[src/dek_pkg.sv]
// Shared types and constants for the dictionary entry key extractor.
package dek_pkg;

    localparam int KEY_W = 12;

    localparam logic [1:0] MODE_HEADWORD = 2'd0;
    localparam logic [1:0] MODE_READING  = 2'd1;
    localparam logic [1:0] MODE_GLOSS    = 2'd2;

    localparam logic [7:0] CH_SPACE   = 8'h20;
    localparam logic [7:0] CH_LBRACK  = 8'h5B;
    localparam logic [7:0] CH_RBRACK  = 8'h5D;
    localparam logic [7:0] CH_SLASH   = 8'h2F;
    localparam logic [7:0] CH_LPAREN  = 8'h28;
    localparam logic [7:0] CH_RPAREN  = 8'h29;

    typedef enum logic [2:0] {
        PH_IDLE  = 3'd0,
        PH_START = 3'd1,
        PH_PAREN = 3'd2,
        PH_GAP   = 3'd3,
        PH_TEXT  = 3'd4
    } gloss_phase_t;

    typedef struct packed {
        gloss_phase_t phase;
        logic         bracket_seen;
        logic         key_reported;
    } scan_flags_t;

    localparam scan_flags_t FLAGS_CLEAR = '{phase: PH_IDLE, bracket_seen: 1'b0,
                                           key_reported: 1'b0};

endpackage

[src/dictionary_entry_key_extractor_unit.sv]
// Dictionary entry key extractor: byte -> input register -> key output register -> key.
// Throughput: one byte per cycle while key output is not stalled; entry state updates as a
// byte leaves the input register. A stalled key output holds it there and drops entry_ready.
// Reset: mode headword, entry state cleared, both pipeline registers empty.
// A key_mode write clears the entry state.
module dictionary_entry_key_extractor_unit #(
    parameter int MAX_ENTRY_BYTES = 4096
) (
    input  logic                        clk,
    input  logic                        rst_n,
    input  logic                        key_mode_we,
    input  logic [1:0]                  key_mode,
    input  logic                        entry_valid,
    output logic                        entry_ready,
    input  logic [7:0]                  entry_byte,
    input  logic                        last_byte,
    output logic                        key_valid,
    input  logic                        key_ready,
    output logic [dek_pkg::KEY_W-1:0]   key_offset,
    output logic [dek_pkg::KEY_W-1:0]   key_length
);
    import dek_pkg::*;

    localparam int POS_W = $clog2(MAX_ENTRY_BYTES + 1);

    logic [1:0]         mode_reg;
    logic               in_valid_reg;
    logic [7:0]         byte_reg;
    logic               last_reg;
    logic [POS_W-1:0]   pos_reg;
    logic [POS_W-1:0]   span_reg;
    scan_flags_t        flags_reg;
    logic               out_valid_reg;
    logic [KEY_W-1:0]   offset_reg;
    logic [KEY_W-1:0]   length_reg;

    logic [POS_W-1:0]   pos_next;
    logic [POS_W-1:0]   span_next;
    scan_flags_t        flags_next;
    logic               emit;
    logic [KEY_W-1:0]   emit_offset;
    logic [KEY_W-1:0]   emit_length;
    logic               advance;
    logic               step;

    assign advance     = !out_valid_reg || key_ready;
    assign step        = in_valid_reg && advance;
    assign entry_ready = !in_valid_reg || advance;

    dek_scanner #(
        .MAX_ENTRY_BYTES(MAX_ENTRY_BYTES),
        .POS_W          (POS_W)
    ) u_scanner (
        .key_mode   (mode_reg),
        .entry_byte (byte_reg),
        .last_byte  (last_reg),
        .pos        (pos_reg),
        .span       (span_reg),
        .flags      (flags_reg),
        .pos_next   (pos_next),
        .span_next  (span_next),
        .flags_next (flags_next),
        .emit       (emit),
        .emit_offset(emit_offset),
        .emit_length(emit_length)
    );

    always_ff @(posedge clk or negedge rst_n)
    begin
        if (!rst_n)
        begin
            mode_reg      <= MODE_HEADWORD;
            in_valid_reg  <= 1'b0;
            pos_reg       <= '0;
            span_reg      <= '0;
            flags_reg     <= FLAGS_CLEAR;
            out_valid_reg <= 1'b0;
        end
        else
        begin
            if (entry_ready)
                in_valid_reg <= entry_valid;

            if (key_mode_we)
            begin
                mode_reg  <= key_mode;
                pos_reg   <= '0;
                span_reg  <= '0;
                flags_reg <= FLAGS_CLEAR;
            end
            else if (step)
            begin
                pos_reg   <= pos_next;
                span_reg  <= span_next;
                flags_reg <= flags_next;
            end

            if (step && emit)
                out_valid_reg <= 1'b1;
            else if (key_ready)
                out_valid_reg <= 1'b0;
        end
    end

    always_ff @(posedge clk)
    begin
        if (entry_valid && entry_ready)
        begin
            byte_reg <= entry_byte;
            last_reg <= last_byte;
        end
        if (step && emit)
        begin
            offset_reg <= emit_offset;
            length_reg <= emit_length;
        end
    end

    assign key_valid  = out_valid_reg;
    assign key_offset = offset_reg;
    assign key_length = length_reg;

    localparam logic [POS_W-1:0] POS_LIMIT = POS_W'(MAX_ENTRY_BYTES);

    assert property (@(posedge clk) disable iff (!rst_n) pos_reg <= POS_LIMIT)
        else $error("byte position ran past the entry limit");

    assert property (@(posedge clk) disable iff (!rst_n)
        key_mode_we |=> (pos_reg == '0) && (flags_reg == FLAGS_CLEAR))
        else $error("mode write did not clear entry state");

    assert property (@(posedge clk) disable iff (!rst_n)
        $rose(flags_reg.key_reported) |-> out_valid_reg)
        else $error("key marked reported without a key transaction");

    assert property (@(posedge clk) disable iff (!rst_n)
        !entry_ready |-> (in_valid_reg && out_valid_reg && !key_ready))
        else $error("input stalled without a blocked key output");

endmodule

[src/dek_scanner.sv]
// Per-byte scan logic: next entry state and key span for one byte.
module dek_scanner #(
    parameter int MAX_ENTRY_BYTES = 4096,
    parameter int POS_W           = 13
) (
    input  logic [1:0]                  key_mode,
    input  logic [7:0]                  entry_byte,
    input  logic                        last_byte,
    input  logic [POS_W-1:0]            pos,
    input  logic [POS_W-1:0]            span,
    input  dek_pkg::scan_flags_t        flags,
    output logic [POS_W-1:0]            pos_next,
    output logic [POS_W-1:0]            span_next,
    output dek_pkg::scan_flags_t        flags_next,
    output logic                        emit,
    output logic [dek_pkg::KEY_W-1:0]   emit_offset,
    output logic [dek_pkg::KEY_W-1:0]   emit_length
);
    import dek_pkg::*;

    localparam logic [POS_W-1:0] POS_LIMIT = POS_W'(MAX_ENTRY_BYTES);
    localparam logic [POS_W-1:0] POS_ONE   = POS_W'(1);

    logic in_range;
    logic reading_close;

    assign in_range      = (pos < POS_LIMIT);
    assign reading_close = ({1'b0, pos} >= ({1'b0, span} + {1'b0, POS_ONE}));

    always_comb
    begin
        pos_next    = pos;
        span_next   = span;
        flags_next  = flags;
        emit        = 1'b0;
        emit_offset = '0;
        emit_length = '0;

        if (in_range)
        begin
            pos_next = pos + POS_ONE;
            unique case (key_mode)
                MODE_HEADWORD:
                begin
                    if (!flags.key_reported && (pos != '0) && (entry_byte == CH_SPACE))
                    begin
                        emit                    = 1'b1;
                        emit_length             = KEY_W'(pos);
                        flags_next.key_reported = 1'b1;
                    end
                end
                MODE_READING:
                begin
                    if (!flags.key_reported)
                    begin
                        if (!flags.bracket_seen)
                        begin
                            if (entry_byte == CH_LBRACK)
                            begin
                                flags_next.bracket_seen = 1'b1;
                                span_next               = pos + POS_ONE;
                            end
                        end
                        else if ((entry_byte == CH_RBRACK) && reading_close)
                        begin
                            emit                    = 1'b1;
                            emit_offset             = KEY_W'(span);
                            emit_length             = KEY_W'(pos - span);
                            flags_next.key_reported = 1'b1;
                        end
                    end
                end
                MODE_GLOSS:
                begin
                    if (entry_byte == CH_SLASH)
                    begin
                        if (flags.phase == PH_TEXT)
                        begin
                            emit        = 1'b1;
                            emit_offset = KEY_W'(span);
                            emit_length = KEY_W'(pos - span);
                        end
                        else if (flags.phase != PH_IDLE)
                        begin
                            emit        = 1'b1;
                            emit_offset = KEY_W'(pos);
                        end
                        flags_next.phase = PH_START;
                    end
                    else
                    begin
                        unique case (flags.phase) inside
                            PH_START, PH_GAP:
                            begin
                                if (entry_byte == CH_LPAREN)
                                    flags_next.phase = PH_PAREN;
                                else if (!((flags.phase == PH_GAP) && (entry_byte == CH_SPACE)))
                                begin
                                    span_next        = pos;
                                    flags_next.phase = PH_TEXT;
                                end
                            end
                            PH_PAREN:
                            begin
                                if (entry_byte == CH_RPAREN)
                                    flags_next.phase = PH_GAP;
                            end
                            PH_TEXT, PH_IDLE:
                            begin
                                flags_next.phase = flags.phase;
                            end
                            default:
                            begin
                                flags_next.phase = PH_IDLE;
                            end
                        endcase
                    end
                end
                default:
                begin
                    flags_next = flags;
                end
            endcase
        end

        if (last_byte)
        begin
            pos_next   = '0;
            span_next  = '0;
            flags_next = FLAGS_CLEAR;
        end
    end

endmodule

[config.mk]
export PLATFORM = sky130hd
export DESIGN_NAME = dictionary_entry_key_extractor_unit
export DESIGN_NICKNAME = d
export VERILOG_FILES = /design/src/dek_pkg.sv /design/src/dictionary_entry_key_extractor_unit.sv /design/src/dek_scanner.sv
export SDC_FILE = /design/constraint.sdc
export NUM_CORES = 1
export LEC_CHECK = 0
export BUFFER_PORTS_ARGS = -buffer_cell sky130_fd_sc_hd__buf_4
export CAP_MARGIN = 5
export CELL_PAD_IN_SITES_DETAIL_PLACEMENT = 1
export CELL_PAD_IN_SITES_GLOBAL_PLACEMENT = 1
export CORE_UTILIZATION = 50
export DETAILED_ROUTE_END_ITERATION = 12
export GPL_TIMING_DRIVEN = 0
export PLACE_DENSITY = 0.92
export SKIP_CTS_REPAIR_TIMING = 1
export SLEW_MARGIN = 0
export SYNTH_ARGS = -nofsm -noshare
export SYNTH_HDL_FRONTEND = slang
export SYNTH_SLANG_ARGS = --single-unit
[constraint.sdc]
create_clock -name clk -period 11.9 [get_ports clk]
set_clock_uncertainty 0.15 [all_clocks]
set_input_delay 2.38 -clock clk [delete_from_list [all_inputs] [get_ports clk]]
set_output_delay 2.38 -clock clk [all_outputs]
set_load 0.01 [all_outputs]
# == Word-level counts from Yosys, hierarchy flattened ==
# Cells that the tools add are included.
# totals
ff_bits,68
inputBits,16
output_inout_bits,26
wordCells,128
# op_classes
addsub,3
magnitude_cmp,2
n_eq_ne,24
muxes,57
n_reduce_logical,30
# ops
op,n
$mux W13,15
$mux W12,12
$pmux W12 S3,1
$eq A8 B6 Y1 const B,4
$pmux W13 S2,1
$ne A4 B4 Y1 const B,6
$pmux W12 S2,1
$mux W5,4
$eq A8 B7 Y1 const B,2
$mux W3,5
$add A13 B1 Y14 const B,1
$ge A13 B14 Y1,1
$mux W1,14
$add A13 B1 Y13 const B,1
$lt A13 B13 Y1 const B,1
$reduce_bool A13 Y1,1
$ne A4 B3 Y1 const B,3
$reduce_bool A3 Y1,4
$sub A12 B12 Y12,1
$reduce_and A10 Y1,1
$pmux W3 S3,1
$reduce_and A4 Y1,2
$reduce_bool A4 Y1,2
$logic_and A1 B1 Y1,7
other kinds (19),25

# == Longest topological paths before layout ==
# logic_depth
word_depth,11
ltp_mapped,14
depth_no_buf,13

# == By module ==
# Synthesis repeated with hierarchy kept, for this count alone.
# hier_totals
cells_unflattened,587
area_unflattened_um2,5273.8
# by_module_without_submodules
module,instances,cells_per_inst,area_per_inst_um2,seq_area_each_um2
dek_scanner,1,398,2686.3,0.0
dictionary_entry_key_extractor_unit,1,189,2587.5,1866.8

# == Least setup slack after synthesis ==
# Ideal clock, no wire load.
# synth_timing
path_type,input to output
from,input port key_ready
to,output port entry_ready
arrival_ns,2.589
required_ns,9.370
slack_ns,6.781
path_stages,1
path_buffers,0
cell_sequence,nand3b_1
# synth_between
elab_chain_cells,2
# synth_lines
element,line_no,source
start: declaration,dictionary_entry_key_extractor_unit.sv:18,"input logic key_ready,"
$logic_or A1 B1 Y1,dictionary_entry_key_extractor_unit.sv:46,assign advance = !out_valid_reg || key_ready;
$logic_or A1 B1 Y1,dictionary_entry_key_extractor_unit.sv:48,assign entry_ready = !in_valid_reg || advance;
end: declaration,dictionary_entry_key_extractor_unit.sv:14,"output logic entry_ready,"
# Every way passes these cells.

# == Worst setup path in the final report ==
# Same ends and word-level chain as after synthesis.

==> metrics <==
outcome completed; CP required 9.37 ns; gr usage total 0.374; CP Class in2out; Final Hold Fails 0; placement row count 34; chip height 97.2 um; synth warn 0; Slew HR 0.421; Area growth syn-to-layout 15.1%; Worst-Margin Slew 0.864 ns; Synth Cell Area 4530 sq um; most area-hungry cell type in the Yosys netlist edfxtp_1; Critical Path AT 2.88 ns; Critical Path Fanout Max 3; syn nets 504; Power Density 106 nW/um^2; input/output buffers 41; TritonCTS Buffers 9; CTS tree yes; drt total wl 16900 um; final period utilization 0.455; Pwr Total 0.000553 W; clock sink total 68; library cells used by synthesis 61; Slew Viols, Final 0; Yosys top cell area share 0.219; Placed Cells 606; first-pass GRT wire length 27100 um; post-layout minimum cycle time 5.41 ns; DR iter-0 viols 486; cell with the most instances after synthesis nor2_1; total die area 9450 sq um; share of cells above drive strength 1 0.187; Top Ports 42; Max-Cap Viols 0; met1 usage 0.436; diode count 0; grt ovf 0; routing usage on met2 0.616; total iterations of the first detailed-routing run 5; Starting Density 0.517; Post-synth ARST share 0.515; synthesized netlist cell count 456; initial antenna violation count 0; synth top area cells edfxtp_1, dfrtp_1, ha_1; Die X-Extent 97.2 um; Fmax achieved 185 MHz; # nets final 557; placer congestion estimate 0.891; drt wl/cell 27.2 um; top post-synthesis cells by count nor2_1, dfrtp_1, edfxtp_1, ha_1, o21ai_0; Synth Flop Type dfrtp_1; CTS clk-pin slew, worst paths 0.08 ns; Avg Vias per Cell 7.03; clock tree buffer depth 2; Setup TNS 0 ns; Placed Instance Area 4990 sq um; RSZ-0062 raised after global routing false; DP Wirelength 10900 um; Final setup viols 0; CTS root buf clkbuf_8; vias in the first global route 4789; number of enable flip-flop cells after synthesis 33; register bit total from synthesis 68; clock latency on the worst-skew pair 0.37 ns; Worst Setup Start Kind primary input; busiest grt layer met2; ANT nets after route 0; floorplan core area 8760 sq um; Peak VDD IR 0.0745 mV; sequential area share after synthesis 0.412; met3 usage 0.0899; # DRC 0; Lkg Pwr 2.14 nW; Hold Path Class reg2reg; Critical Path End Type output pin; Non-Filler Instances 622; syn avg cell area 9.94 sq um; H-tree levels 3; Finished Cell Area 5220 sq um; largest net degree at the start of global routing 36; total vias in the final route 4375
==> stage by stage <==
step	utilization	setup WS [ns]	hold WS (ns)
after global routing	0.595	6.46	0.460
after global placement	0.568	6.53	0.367
after CTS	0.595	6.51	0.437
final	0.595	6.49	0.456
after floorplan	-	6.78	0.352
after detailed placement	0.570	6.51	0.400
==> worst paths after layout <==
| path | to | cells past startpoint | slack [ns] | startpoint |
|---|---|---|---|---|
| min reg2reg | flags_reg[1] | 2 | 0.46 | flags_reg[1] |
| max reg2reg | key_offset[6] | 13 | 7.69 | span_reg[3] |
| min in group asynchronous | key_valid | 1 | 1.81 | rst_n |
| max | entry_ready | 3 | 6.49 | key_ready |
| min | flags_reg[1] | 2 | 0.46 | flags_reg[1] |
| max in group asynchronous | span_reg[11] | 1 | 9.43 | rst_n |
==> report_power, final <==
group / switching (W) / internal, W
logic: 0.0000472 / 0.0000233
clock network: 0.000107 / 0.000120
registers: 0.00000581 / 0.000250
total: 0.000160 / 0.000393
==> area by class of cell <==
class | count | area [sq um]
fill | 985 | 3550
clock buffer | 9 | 124
buffer | 28 | 146
multi-input combinational | 335 | 2430
timing repair buffer | 42 | 323
tap | 108 | 135
sequential | 68 | 1870
inverter | 25 | 93.8
clock inverter | 7 | 98.8
==> cells by family after synthesis <==
kind of cell	after synthesis	share of synthesized area
AND/OR/NAND/NOR	148	0.175
multiplexers	1	0.00221
buffers and inverters	53	0.0530
flip-flops	68	0.412
XOR/XNOR	33	0.0638
adder cells (fa/ha/maj)	32	0.0900
AO/OA/AOI/OAI	121	0.205
==> cells in the final DEF (no fill, tap or decap), drive strengths merged, types with 2 or more instances in the layout <==
master / n
inv: 27
clkinv: 2
a22o: 3
nand2b: 7
o31a: 2
nand3b: 3
ha: 31
a31oi: 5
o21a: 3
nand2: 25
o21ai: 27
nor2b: 3
buf: 60
o31ai: 23
a211oi: 5
a22oi: 12
a21o: 5
nor4: 4
a41oi: 2
a21oi: 9
nor3: 20
nand4: 8
clkbuf: 19
nor2: 39
and3: 5
xnor2: 25
nor4b: 2
xor2: 8
bufinv: 2
a32o: 13
o211ai: 3
edfxtp: 33
o21bai: 2
nand3: 20
dfrtp: 35
and2: 3
==> routing by layer <==
layer,vias up,share of wire,routed length [um]
li1,1803,-,-
met1,2159,0.37,6170
met2,304,0.48,8190
met3,109,0.084,1420
met4,0,0.066,1120
met5,-,0,0
==> worst max-delay path, cell delays in order <==
cell and delay, ns:
buf_4 0.12, nand3b_1 0.20, buf_4 0.18
(Power assumes the default switching activity.)
